$ cat config.mk
export PLATFORM = sky130hd
export DESIGN_NAME = ktsmp_ctrl
export DESIGN_NICKNAME = d
export VERILOG_FILES = /design/src/ktsmp_pkg.sv /design/src/ktsmp_ctrl.sv
export VERILOG_INCLUDE_DIRS = /design/src /design/src/src
export SDC_FILE = /design/constraint.sdc
export NUM_CORES = 1
export LEC_CHECK = 0
export BUFFER_PORTS_ARGS = -buffer_cell sky130_fd_sc_hd__buf_2
export CORE_ASPECT_RATIO = 1.1
export CORE_MARGIN = 2
export CORE_UTILIZATION = 54
export DETAILED_ROUTE_END_ITERATION = 16
export GPL_TIMING_DRIVEN = 0
export PLACE_DENSITY = 0.83
export SLEW_MARGIN = 10
export SYNTH_ARGS = -nofsm -noshare
export SYNTH_HDL_FRONTEND = slang
export SYNTH_SLANG_ARGS = --single-unit
$ cat constraint.sdc
create_clock -name clk -period 6.1 [get_ports clk]
set_input_delay 0.305 -clock clk [delete_from_list [all_inputs] [get_ports clk]]
set_output_delay 0.305 -clock clk [all_outputs]
set_load 0.02 [all_outputs]
$ cat src/assert_macros.svh
// Assertion macros shared by the keyframe sampler RTL.
// No dependencies; included inside module bodies.
`ifndef ASSERT_MACROS_SVH
`define ASSERT_MACROS_SVH

// antecedent in this cycle implies consequent in the next cycle
`define ASSERT_NEXT(label, clk, rst_n, ante, cons) \
    label: assert property (@(posedge clk) disable iff (!rst_n) (ante) |=> (cons)) \
        else $error("next-cycle check failed");

// antecedent implies consequent in the same cycle
`define ASSERT_SAME(label, clk, rst_n, ante, cons) \
    label: assert property (@(posedge clk) disable iff (!rst_n) (ante) |-> (cons)) \
        else $error("same-cycle check failed");

`endif

$ cat src/ktsmp_pkg.sv
// Package for the keyframe track sampler: payload structs, controller
// states, command and status structs. No dependencies.
package ktsmp_pkg;

    localparam logic OP_LOAD    = 1'b0;
    localparam logic OP_ADVANCE = 1'b1;

    // remainder bits of the weight divide after the leading bit
    localparam int DIV_STEPS = 16;
    // shared multiplier: six products plus a final drain step
    localparam int MUL_STEPS = 7;
    localparam int CNT_W     = 5;

    typedef struct packed {
        logic               opcode;
        logic [5:0]         key_slot;
        logic [31:0]        key_time;
        logic signed [31:0] key_value_x;
        logic signed [31:0] key_value_y;
        logic signed [31:0] key_value_z;
        logic [31:0]        elapsed;
    } item_t;

    typedef struct packed {
        logic signed [31:0] sample_x;
        logic signed [31:0] sample_y;
        logic signed [31:0] sample_z;
        logic [6:0]         segment;
        logic               held_first;
    } result_t;

    typedef enum logic [3:0] {
        ST_IDLE,
        ST_SCAN_RD,
        ST_SCAN_CHK,
        ST_HOLD_RD,
        ST_HOLD_CAP,
        ST_VP_RD,
        ST_VC_RD,
        ST_V_CAP,
        ST_DIV,
        ST_MUL,
        ST_EMIT
    } state_t;

    typedef struct packed {
        logic       load_wr;
        logic       advance;
        logic       out_zero;
        logic       t_rd;
        logic       cap_prev;
        logic       v_rd;
        logic       cap_vp;
        logic       cap_vc;
        logic       hold_out;
        logic       div_init;
        logic       div_step;
        logic       mul_en;
        logic [2:0] mul_step;
        logic [6:0] seg;
    } ctl_cmd_t;

    typedef struct packed {
        logic clk_ge_time;
    } dp_status_t;

endpackage

$ cat src/ktsmp_ctrl.sv
// Controller of the keyframe sampler: key scan, divide and multiply
// sequencing. Uses ktsmp_pkg and assert_macros.svh.
module ktsmp_ctrl #(
    parameter int KEYS = 64,
    parameter int IW   = 6
) (
    input  logic                  clk,
    input  logic                  rst_n,
    input  logic                  start,
    input  logic                  opcode,
    input  logic                  cfg_we,
    input  logic [6:0]            cfg_wdata,
    input  ktsmp_pkg::dp_status_t status,
    output logic                  busy,
    output logic                  done,
    output ktsmp_pkg::ctl_cmd_t   cmd,
    output logic [IW-1:0]         rd_addr
);
    import ktsmp_pkg::*;

    localparam int NW   = $clog2(KEYS + 1);
    localparam int CMPW = (NW > 7) ? NW : 7;
    localparam logic [CMPW-1:0] KEYS_C = CMPW'(KEYS);

    state_t              state_reg, state_next;
    logic [IW-1:0]       i_reg, i_next;
    logic [NW-1:0]       n_reg, n_next;
    logic [CNT_W-1:0]    cnt_reg, cnt_next;
    logic [6:0]          cfg_reg;

    logic                accept;
    logic [CMPW-1:0]     kiu_ext;
    logic [NW-1:0]       n_cfg;
    logic                last_key;

    assign accept   = start && !busy;
    assign kiu_ext  = CMPW'(cfg_reg);
    assign n_cfg    = NW'((kiu_ext > KEYS_C) ? KEYS_C : kiu_ext);
    assign last_key = ((NW + 1)'(i_reg) + (NW + 1)'(1)) >= (NW + 1)'(n_reg);

    // config register and sequencer registers
    always_ff @(posedge clk or negedge rst_n)
    begin
        if (!rst_n)
        begin
            cfg_reg   <= '0;
            state_reg <= ST_IDLE;
            i_reg     <= '0;
            n_reg     <= '0;
            cnt_reg   <= '0;
        end
        else
        begin
            if (cfg_we)
                cfg_reg <= cfg_wdata;
            state_reg <= state_next;
            i_reg     <= i_next;
            n_reg     <= n_next;
            cnt_reg   <= cnt_next;
        end
    end

    // next state
    always_comb
    begin
        state_next = state_reg;
        i_next     = i_reg;
        n_next     = n_reg;
        cnt_next   = cnt_reg;
        case (state_reg)
            ST_IDLE:
            begin
                if (accept && opcode == OP_ADVANCE)
                begin
                    n_next = n_cfg;
                    i_next = '0;
                    state_next = (n_cfg == '0) ? ST_EMIT : ST_SCAN_RD;
                end
            end
            ST_SCAN_RD:
                state_next = ST_SCAN_CHK;
            ST_SCAN_CHK:
            begin
                if (status.clk_ge_time)
                begin
                    if (!last_key)
                    begin
                        i_next = i_reg + IW'(1);
                        state_next = ST_SCAN_RD;
                    end
                    else
                        state_next = ST_HOLD_RD;
                end
                else if (i_reg == '0)
                    state_next = ST_HOLD_RD;
                else
                    state_next = ST_VP_RD;
            end
            ST_HOLD_RD:
                state_next = ST_HOLD_CAP;
            ST_HOLD_CAP:
                state_next = ST_EMIT;
            ST_VP_RD:
                state_next = ST_VC_RD;
            ST_VC_RD:
                state_next = ST_V_CAP;
            ST_V_CAP:
            begin
                cnt_next = '0;
                state_next = ST_DIV;
            end
            ST_DIV:
            begin
                if (cnt_reg == CNT_W'(DIV_STEPS - 1))
                begin
                    cnt_next = '0;
                    state_next = ST_MUL;
                end
                else
                    cnt_next = cnt_reg + CNT_W'(1);
            end
            ST_MUL:
            begin
                if (cnt_reg == CNT_W'(MUL_STEPS - 1))
                begin
                    cnt_next = '0;
                    state_next = ST_EMIT;
                end
                else
                    cnt_next = cnt_reg + CNT_W'(1);
            end
            ST_EMIT:
                state_next = ST_IDLE;
            default:
                state_next = ST_IDLE;
        endcase
    end

    // commands to the datapath; busy is low only in idle, so start alone accepts there
    always_comb
    begin
        cmd     = '0;
        rd_addr = i_reg;
        busy    = 1'b1;
        done    = 1'b0;
        cmd.seg = 7'(i_reg);
        case (state_reg)
            ST_IDLE:
            begin
                busy = 1'b0;
                if (start)
                begin
                    cmd.load_wr  = (opcode == OP_LOAD);
                    cmd.advance  = (opcode == OP_ADVANCE);
                    cmd.out_zero = (opcode == OP_ADVANCE) && (n_cfg == '0);
                end
            end
            ST_SCAN_RD:
                cmd.t_rd = 1'b1;
            ST_SCAN_CHK:
            begin
                cmd.cap_prev = status.clk_ge_time && !last_key;
                cmd.div_init = !status.clk_ge_time && (i_reg != '0);
            end
            ST_HOLD_RD:
            begin
                rd_addr  = '0;
                cmd.v_rd = 1'b1;
            end
            ST_HOLD_CAP:
                cmd.hold_out = 1'b1;
            ST_VP_RD:
            begin
                rd_addr  = i_reg - IW'(1);
                cmd.v_rd = 1'b1;
            end
            ST_VC_RD:
            begin
                cmd.v_rd   = 1'b1;
                cmd.cap_vp = 1'b1;
            end
            ST_V_CAP:
                cmd.cap_vc = 1'b1;
            ST_DIV:
                cmd.div_step = 1'b1;
            ST_MUL:
            begin
                cmd.mul_en   = 1'b1;
                cmd.mul_step = 3'(cnt_reg);
            end
            ST_EMIT:
                done = 1'b1;
            default:
                busy = 1'b1;
        endcase
    end

    `include "assert_macros.svh"

    `ASSERT_NEXT(a_done_single, clk, rst_n, done, !done)
    `ASSERT_NEXT(a_adv_busy, clk, rst_n, accept && opcode == OP_ADVANCE, busy)
    `ASSERT_NEXT(a_load_quiet, clk, rst_n, accept && opcode == OP_LOAD, !busy && !done)

endmodule

# Word level (Yosys, flattened, before mapping)
# Cells that the tools add are included.
[classes]
order_cmp = 2
bitwise_logic = 1
n_mux = 30
reduce_logical = 17
n_addsub = 4
eq_ne = 17
[op_table]
columns = ["operator", "count"]
rows = [
  ["case mux 4 bit (10 select lines)", 1],
  ["2-to-1 mux 4 bit", 6],
  ["case mux 6 bit (2 select lines)", 2],
  ["2-to-1 mux 6 bit", 3],
  ["== test 4 x 3 -> 1 bit, second input constant", 4],
  ["case mux 5 bit (3 select lines)", 1],
  ["== test 4 bit, second input constant", 3],
  ["2-to-1 mux 1 bit", 10],
  ["2-to-1 mux 5 bit", 2],
  ["2-to-1 mux 3 bit", 3],
  ["== test 4 x 2 -> 1 bit, second input constant", 2],
  ["inequality test 2 bit, second input constant", 4],
  ["adder 6 x 1 -> 7 bit, second input constant", 1],
  [">= comparator 7 bit", 1],
  ["greater-than comparator 7 bit, second input constant", 1],
  ["zero test 7 bit", 1],
  ["2-to-1 mux 7 bit", 1],
  ["adder 6 x 1 -> 6 bit, second input constant", 1],
  ["zero test 6 bit", 1],
  ["nonzero test 6 bit", 1],
  ["subtractor 6 x 1 -> 6 bit, second input constant", 1],
  ["adder 5 x 1 -> 5 bit, second input constant", 1],
  ["== test 5 x 3 -> 1 bit, second input constant", 1],
  ["== test 5 x 4 -> 1 bit, second input constant", 1],
  ["13 further kinds", 18],
]
[totals]
out_inout_bits = 30
elab_cells = 76
in_bits = 13
ff_bits = 29

# Depth between registers and ports, before layout
# Gate-level depths: netlist of the first run.
[logic_depth]
depth_word = 6
mapped_depth = 11
mapped_depth_nobuf = 9

# Worst setup path after synthesis of the first run
# No wires, ideal clock.
[synth_timing]
path_kind = "register -> register"
from = "register i_reg[2]"
to = "register i_reg[3]"
setup_time_ns = 0.126
synth_period_minus_slack_ns = 2.841
setup_slack_ns = 3.259
n_path_buf = 2
t_arrival_ns = 2.715
path_stages_with_launch = 12
required_time_ns = 5.974
path_cell_list = "dfrtp_1 > clkbuf_1 > nand3_1 > nor2_1 > xor2_1 > ha_1 > and3_4 > a221oi_2 > o21ai_2 > or2_0 > buf_6 > a311o_1"
[synth_between]
elab_chain_cells = 4
elab_cells_between_ends = 8
cone_classes = "add/sub: 2; order compare: 1; eq/ne: 1; mux: 3; reduce/logical: 1"
[synth_lines]
columns = ["element", "line", "text"]
rows = [
  ["start: declaration", "ktsmp_ctrl.sv:26", "logic [IW-1:0] i_reg, i_next;"],
  ["start signal: assignment", "ktsmp_ctrl.sv:57", "i_reg <= i_next;"],
  ["adder 6 x 1 -> 7 bit / adder 6 x 1 -> 6 bit (equally long branches)", "ktsmp_ctrl.sv:39, ktsmp_ctrl.sv:88", ""],
  [">= comparator 7 bit / 2-to-1 mux 6 bit (equally long branches)", "ktsmp_ctrl.sv:39, ktsmp_ctrl.sv:86", ""],
  ["inequality test 2 bit (no source line) / 2-to-1 mux 6 bit (equally long branches)", "--", ""],
  ["AND reduction 4 bit (no source line) / case mux 6 bit (2 select lines) (equally long branches)", "--", ""],
]
# Parallel ways exist; a longest one is shown, timed or not. The select of a mux whose other input is x is not followed.
# A chain may end at the register's enable or synchronous reset.

==> flow_summary.ini, run 1 <==
[yosys]
synth_edf_count = 0
synth.most_common_cell = dfrtp_1
synth.avg_cell_area_um2 = 8.97
synth_cell_types = 50
yosysTopAreaCell = dfrtp_1
synth-main-ff-cell = dfrtp_1
synth_area_um2 = 2000
ys_warn_count = 0
synth_common_cells = dfrtp_1 (29), nand2_1 (21), inv_1 (18), nor2_1 (15), o21ai_0 (15)
synth_fp_nets = 250
seq_area_frac_synth = 0.363
yosysTopAreaCellShare = 0.363
async_flop_share = 1.00
synthCells = 223
ys_ff_latch = 29
synthTopCellsByArea = dfrtp_1 (36%), ha_1 (8.8%), mux2_2 (4.5%)

[pwr]
vdd_drop_max_uv = 294
p_per_area_nw_per_um2 = 419
finalPower_uw = 997
p_leak_uw = 0.00117

[worst_setup_path]
path_max_fanout = 10
cp_num_buf_inv = 4
startpoint_type = register
cp.required_ps = 5790
critPathMaxStageDelay_ps = 360
endpoint_kind = output port
cp_slowest_cell = clkbuf_1
worstPathCellList = clkbuf_1, nand3_1, nor2_1, xor2_1, ha_1, and3_4, a221oi_2, o21ai_2, or2_0, buf_6, inv_1, buf_2
r2r_setup_slack_ps = 3050
critPathKind = reg -> out
worstPathArrival_ps = 3070
cp_top_family = simple AND/OR/NAND/NOR gates

[clock_network]
cts_max_level = 2
cts_sinks = 29
cts_resized = 0
cts-root-buf = clkbuf_8
clockBufferDepth = 2
clock_latency_ps = 290
cts_made_buffers = 5
cts.clk_slew.worst_paths_ps = 70
hold_buffers = 0
cts_tree = done
cts_setup_buffers = 0

[global_route]
grt_pass1_wl_mm = 7.07
grt_start_max_net_pins = 30
grt_usage = 0.224
first_global_vias = 1579
antenna_found_initial = 0
global_route.overflow_total = 0

[final_layout]
syn_to_final_growth_pct = 18.9
layout.nets = 297
drive_gt1_frac = 0.277
antennaDiodeCount = 0

[die]
core.rowCount = 23
die_area_um2 = 4210
die_w_um = 62.0
initial_core_util = 0.556
core_area_um2 = 3600
pin_count = 43
die_h_um = 67.8

[drt]
dr.pass1.iters = 4
totalWireLength_mm = 4.23
viasPerCell = 5.53
postRouteAntennaNets = 0
vias = 1776
post_drt_wl_per_cell_um = 13.2
drc = 0
drt_iter0_markers = 81

[timing]
drv_slew = 0
finalCriticalPeriod_ps = 3380
hold_violations = 0
worstMarginPinSlew_ps = 636
relSlewSlack = 0.576
final-setup-viol-count = 0
min_period_over_period = 0.554
rsz0062_at_grt = no
hold-worst-slack_ps = 37.1
finalClockSkew_ps = 8.10
setup_tns_ps = 0
max_freq_ghz = 0.296

[placed_design]
gp_congestion = 0.845
portBuffers = 40
hpwl_mm = 3.26

[run_status]
status = finished, final reports clean

[job]
drv_cap = 0

[worst_hold_path]
hold_class = in -> async
per-layer routing:
layer | wire, µm | track usage | up-vias
met3 | 168 | 0.0378 | 7
met5 | 0 | 0 | -
met1 | 1920 | 0.296 | 853
li1 | - | - | 875
met2 | 2080 | 0.366 | 41
met4 | 61 | 0.0798 | 0
cells by family after synthesis:
kind of cell / count (synthesis) / synth area share
xor+xnor: 4 / 0.0175
buf+inv: 30 / 0.0688
simple gates: 88 / 0.246
fa+ha+maj: 14 / 0.0876
other cells: 1 / 0.00188
compound gates: 44 / 0.145
flops: 29 / 0.363
mux: 13 / 0.0707
per-stage QoR:
stage / instance area [µm²] / instances / utilization / setup WS [ps]
after floorplan: 2000 / 223 / - / 3260
after global placement: 2260 / 313 / 0.629 / 3100
after detailed placement: 2260 / 313 / 0.629 / 3030
after CTS: 2380 / 321 / 0.661 / 2710
after global routing: 2380 / 321 / 0.661 / 2470
final: 2380 / 321 / 0.661 / 2720
layout by cell type (no fill, tap or decap), types with 4 or more instances in the layout:
master and n:
a21oi_1 8, buf_2 45, clkbuf_1 4, clkbuf_8 5
dfrtp_1 29, ha_1 14, inv_1 18, mux2_2 8
mux2i_1 4, nand2_1 21, nand2b_1 7, nand3_1 6
nand3b_1 7, nor2_1 15, nor3_1 9, o21ai_0 15
layout make-up:
class	count	area, µm²
buffer	12	70.1
clock buffer	5	68.8
clock inverter	3	46.3
fill	316	1220
inverter	18	67.6
multi-input combinational	164	1140
sequential	29	726
tap	50	62.6
timing repair buffer	40	200
worst paths after layout:
check	start	end	cells after the start
hold reg to reg	n_reg[0]	n_reg[0]	2
max in group asynchronous	rst_n	n_reg[0]	1
hold / removal	rst_n	state_reg[2]	1
setup reg to reg	i_reg[2]	i_reg[3]	11
setup / recovery	i_reg[2]	cmd[17]	12
min in group clk	cfg_wdata[6]	cfg_reg[6]	2
power by group:
part	internal [µW]	switching (µW)	leakage [µW]
clock	122	79.2	0.0000543
sequential	246	42.2	0.000373
combinational	195	313	0.000745
total	563	434	0.00117
(Power assumes the default switching activity.)
==> inputs of run 2 (changes only) <==
Settings changed: ABC_AREA set to 1.
Clock period 6.1 ns to 3.46 ns, I/O delays scaled along.
==> run 2 against run 1 <==
Count of clock-buffer cells in the layout grew 2; synthesized area decreased by 2.2%; combinational power up 59%; cell count up 15%; critical path type unchanged; largest cell class unchanged; largest power group unchanged; highest routed layer unchanged.
==> flow_summary.ini, run 2 <==
[clock_network]
cts_max_level = 2
clock_latency_ps = 330
cts-root-buf = clkbuf_4
cts_made_buffers = 5
clockBufferDepth = 2
cts_tree = done
cts_setup_buffers = 0
cts_resized = 0
cts.clk_slew.worst_paths_ps = 90
cts_sinks = 29

[drt]
viasPerCell = 4.92
totalWireLength_mm = 3.94
postRouteAntennaNets = 0
drt_iter0_markers = 137
post_drt_wl_per_cell_um = 10.6
vias = 1819
dr.pass1.iters = 4
drc = 0

[die]
die_h_um = 67.1
pin_count = 43
die_w_um = 61.4
die_area_um2 = 4120
core_area_um2 = 3410
core.rowCount = 22
initial_core_util = 0.573

[yosys]
synth_fp_nets = 299
synth_common_cells = nand2_1 (56), inv_1 (49), nor2_1 (36), dfrtp_1 (29), nand3_1 (25)
async_flop_share = 1.00
synth.avg_cell_area_um2 = 7.19
synth_top_family_by_area = simple AND/OR/NAND/NOR gates
synthCells = 272
seq_area_frac_synth = 0.371
synth_xor_area_frac = 0.0269
yosysTopAreaCell = dfrtp_1
synth-adder-area-share = 0.0896
yosysTopAreaCellShare = 0.371
ys_ff_latch = 29
synth_cell_types = 27
synthTopCellsByArea = dfrtp_1 (37%), nand2_1 (11%), inv_1 (9.4%)
synth.most_common_cell = nand2_1
synth-main-ff-cell = dfrtp_1
ys_warn_count = 0
synth-simple-area-share = 0.298
synth_area_um2 = 1960
synth_edf_count = 0
synthMuxAreaShare = 0.00576
synth-compound-area-share = 0.0953

[worst_setup_path]
critPathMaxStageDelay_ps = 530
reg2regPathDepth = 15
cp.required_ps = 3290
endpoint_kind = output port
cp_num_buf_inv = 4
worstPathCellList = ha_1, nand2_1, inv_1, nand3_1, nand2_1, inv_1, ha_1, nand3_1, nor2_1, nor2_1, nand3_1, inv_1, buf_2
crit_path_start = i_reg[0]
r2r_setup_slack_ps = 1110
critPathKind = reg -> out
reg2reg_from = i_reg[0]
cp_slowest_cell = dfrtp_1
path_max_fanout = 10
startpoint_type = register
worstPathArrival_ps = 2500
r2r_end = i_reg[0]
cp_top_family = simple AND/OR/NAND/NOR gates

[timing]
drv_slew = 0
rsz0062_at_grt = no
relSlewSlack = 0.586
worstMarginPinSlew_ps = 621
min_period_over_period = 0.772
final-setup-viol-count = 0
finalCriticalPeriod_ps = 2670
hold_violations = 0
max_freq_ghz = 0.374
setup_tns_ps = 0
finalClockSkew_ps = 7.13

[global_route]
grt_start_max_net_pins = 30
first_global_vias = 1696
global_route.overflow_total = 0
grt_usage = 0.225
antenna_found_initial = 0
grt_pass1_wl_mm = 6.84

[run_status]
status = finished, final reports clean

[final_layout]
layout.nets = 348
syn_to_final_growth_pct = 17.7
drive_gt1_frac = 0.202
final_cell_mix = nand2_1 (56), inv_1 (49), buf_2 (42), nor2_1 (36), dfrtp_1 (29)
final_common_cell = nand2_1
antennaDiodeCount = 0
fillers = 330

[pwr]
finalPower_uw = 1540
vdd_drop_max_uv = 362
p_leak_uw = 0.00132
p_per_area_nw_per_um2 = 670

[placed_design]
hpwl_mm = 3.14
gp_congestion = 0.815
portBuffers = 41

[worst_hold_path]
holdPathEnd = cfg_reg[5]
min_delay_path_depth = 3
hold_class = in -> reg
hp-start = cfg_wdata[5]

[job]
drv_cap = 0
run 2: what timing repair did:
item,4_1_cts,5_1_grt
hold endpoints to repair,29,0
hold buffers,1,0
endpoints found under the setup margin,0,0
run 2: where the power goes:
group	internal [µW]	leakage [µW]	switching [µW]
Combinational	275	0.000903	531
Sequential	430	0.000375	69.6
Clock	118	0.0000413	119
Total	822	0.00132	720
run 2: per-layer routing:
layer | vias to the layer above | global-route usage | routed length, µm | part of all wire
li1 | 958 | - | - | -
met1 | 806 | 0.256 | 1760 | 0.45
met2 | 46 | 0.396 | 1910 | 0.48
met3 | 9 | 0.0621 | 194 | 0.049
met4 | 0 | 0.0824 | 79 | 0.020
met5 | - | 0 | 0 | 0
run 2: final cells by class:
cell class	instances	area, µm²	area share
well taps	48	60.1	0.0261
plain buffers	4	23.8	0.0103
multi-input cells	187	1010	0.439
inverters	52	195	0.0848
clock inverters	1	5.00	0.00218
flip-flops and latches	29	726	0.315
repair buffers	42	215	0.0935
clock buffers	7	65.1	0.0283
run 2: worst max-delay path by stage:
stage / cells after the start / end
floorplan: 15 / i_reg[0]
global placement: 15 / i_reg[0]
detailed placement: 15 / i_reg[2]
CTS: 13 / cmd[17]
global route: 13 / cmd[17]
finish: 13 / cmd[17]
run 2: worst min-delay path: cells and delay by family:
family	cells	cell delay, ps
AND/OR/NAND/NOR	1	30
AO/OA/AOI/OAI	1	50
buffers and inverters	1	70
run 2: per-stage QoR:
stage / area [µm²] / setup WS (ps) / instances / utilization / hold WS, ps
3_5_place_dp: 2220 / 1140 / 361 / 0.651 / 225
3_3_place_gp: 2220 / 1160 / 361 / 0.651 / 231
4_1_cts: 2300 / 793 / 370 / 0.674 / 27.9
5_1_grt: 2300 / 562 / 370 / 0.674 / 36.7
6_report: 2300 / 789 / 370 / 0.674 / 36.3
2_1_floorplan: 1960 / 1290 / 272 / - / -123
run 2: cells by family after synthesis:
group / count (synthesis)
AOI/OAI and AO/OA: 33
xor gates and xnor gates: 6
adders and majority gates: 14
buffers and inverters: 56
DFF: 29
muxes: 1
other: 1
and+or+nand+nor: 132
==> inputs of run 3 (changes only) <==
Settings changed: CORE_UTILIZATION 54 to 49, PLACE_DENSITY 0.83 to 0.8.
Clock period 3.46 ns to 2.4 ns, I/O delays scaled along.
==> run 3 against run 2 <==
Sequential power is 43% higher; die area grew 9.5%; highest routed layer unchanged; non-clock buffer count rose by 8; critical path depth is the same; global-route usage shrank 1.8 points; largest power group unchanged; largest cell class unchanged; cell area grew 5.9%; clock power rose by 72%; combinational power rose by 56%.
==> flow_summary.ini, run 3 (synthesis gave the netlist of run 2 again) <==
[worst_setup_path]
critPathMaxStageDelay_ps = 380
path_max_fanout = 3
critPathKind = reg -> out
cp_num_buf_inv = 4
cp_slowest_cell = dfrtp_1
cp.required_ps = 2280
startpoint_type = register
endpoint_kind = output port
worstPathArrival_ps = 2180
cp_top_family = simple AND/OR/NAND/NOR gates
worstPathCellList = buf_4, nand3_2, nor2_2, nand3_1, nand2_1, inv_1, ha_1, nand3_1, nor2_1, nand2_1, nand3_2, inv_2, buf_4

[run_status]
status = finished, final reports clean

[clock_network]
cts_made_buffers = 5
clockBufferDepth = 2
cts-root-buf = clkbuf_8
cts_max_level = 2
cts_tree = done
cts_sinks = 29
cts.clk_slew.worst_paths_ps = 70
clock_latency_ps = 290

[pwr]
p_leak_uw = 0.00135
vdd_drop_max_uv = 432
p_per_area_nw_per_um2 = 976

[timing]
hold_violations = 0
finalCriticalPeriod_ps = 2300
worstMarginPinSlew_ps = 634
final-setup-viol-count = 0
relSlewSlack = 0.577
min_period_over_period = 0.957
drv_slew = 0
max_freq_ghz = 0.435
finalClockSkew_ps = 10.3

[drt]
viasPerCell = 4.90
postRouteAntennaNets = 0
totalWireLength_mm = 4.42
post_drt_wl_per_cell_um = 11.6
dr.pass1.iters = 4
drt_iter0_markers = 97
vias = 1872
drc = 0

[die]
pin_count = 43
initial_core_util = 0.501
die_area_um2 = 4510
die_h_um = 70.3
core.rowCount = 24
core_area_um2 = 3900
die_w_um = 64.2

[final_layout]
register_area_um2 = 728
instances_no_fill = 382
postLayoutCellArea_um2 = 2440
layout.nets = 356
final_common_cell = nand2_1
fillers = 376
fin_util = 0.624
multi_input_area_um2 = 1050
antennaDiodeCount = 0
final_cell_mix = nand2_1 (56), inv_1 (47), buf_2 (40), nor2_1 (32), dfrtp_1 (27)
drive_gt1_frac = 0.261
syn_to_final_growth_pct = 24.6

[global_route]
grt_usage = 0.208
global_route.overflow_total = 0
grt_start_max_net_pins = 30
first_global_vias = 1779
grt_pass1_wl_mm = 7.31
antenna_found_initial = 0

[worst_hold_path]
hold_class = in -> reg

[placed_design]
placed_cells = 365
gp_congestion = 0.846
hpwl_mm = 3.27
place_area_um2 = 2230
portBuffers = 41

[job]
drv_cap = 0
## run 3: final timing paths
path | to | start | slack (ps) | depth (start not counted)
setup / recovery | cmd[17] | i_reg[1] | 100 | 13
hold / removal | cfg_reg[6] | cfg_wdata[6] | 30 | 3
setup reg to reg | i_reg[2] | i_reg[1] | 160 | 16
hold reg to reg | n_reg[6] | n_reg[6] | 500 | 1
max in group asynchronous | i_reg[0] | rst_n | 1570 | 2
min in group asynchronous | i_reg[1] | rst_n | 380 | 2
## run 3: repair_timing
action                                 4_1_cts  5_1_grt
hold buffers                                 1        0
gates resized for setup                      3       15
endpoints found under the hold margin       29        0
pin swaps                                    0        5
setup endpoints to repair                    1        2
buffers inserted                             4        4
gates cloned                                 0        0
## run 3: power breakdown
group	leakage, µW	total (µW)	internal (µW)	switching (µW)
Combinational	0.000942	1260	446	811
Clock	0.0000364	408	203	206
Sequential	0.000371	713	623	89.9
## run 3: metrics by stage
step,hold slack (ps),setup TNS (ps),power [µW],setup slack (ps)
CTS,25.6,0,2340,18.8
finish,27.2,0,2380,104
global route,43.0,-50.2,2590,-42.3
global placement,173,0,1860,101
detailed placement,178,0,1890,81.4
floorplan,-176,0,1610,235
## run 3: layout make-up
type / count / share of cell area
clock inverter: 3 / 0.00924
sequential: 29 / 0.299
buffer: 4 / 0.0123
timing repair buffer: 50 / 0.114
multi-input combinational: 187 / 0.430
tap: 52 / 0.0267
inverter: 52 / 0.0801
clock buffer: 5 / 0.0282
## run 3: worst register-to-register path, delay by kind of cell, from the launching register on
family	cells	cell delay, ps
adder cells (fa/ha/maj)	1	280
buffers and inverters	3	350
flip-flops	1	380
AND/OR/NAND/NOR	12	1100
## run 3: metal layers
metal	global-route usage	wire, µm	up-vias
met4	0.0827	86	0
met3	0.0515	194	8
met1	0.233	1880	851
met5	0	0	-
met2	0.373	2250	43
li1	-	-	970
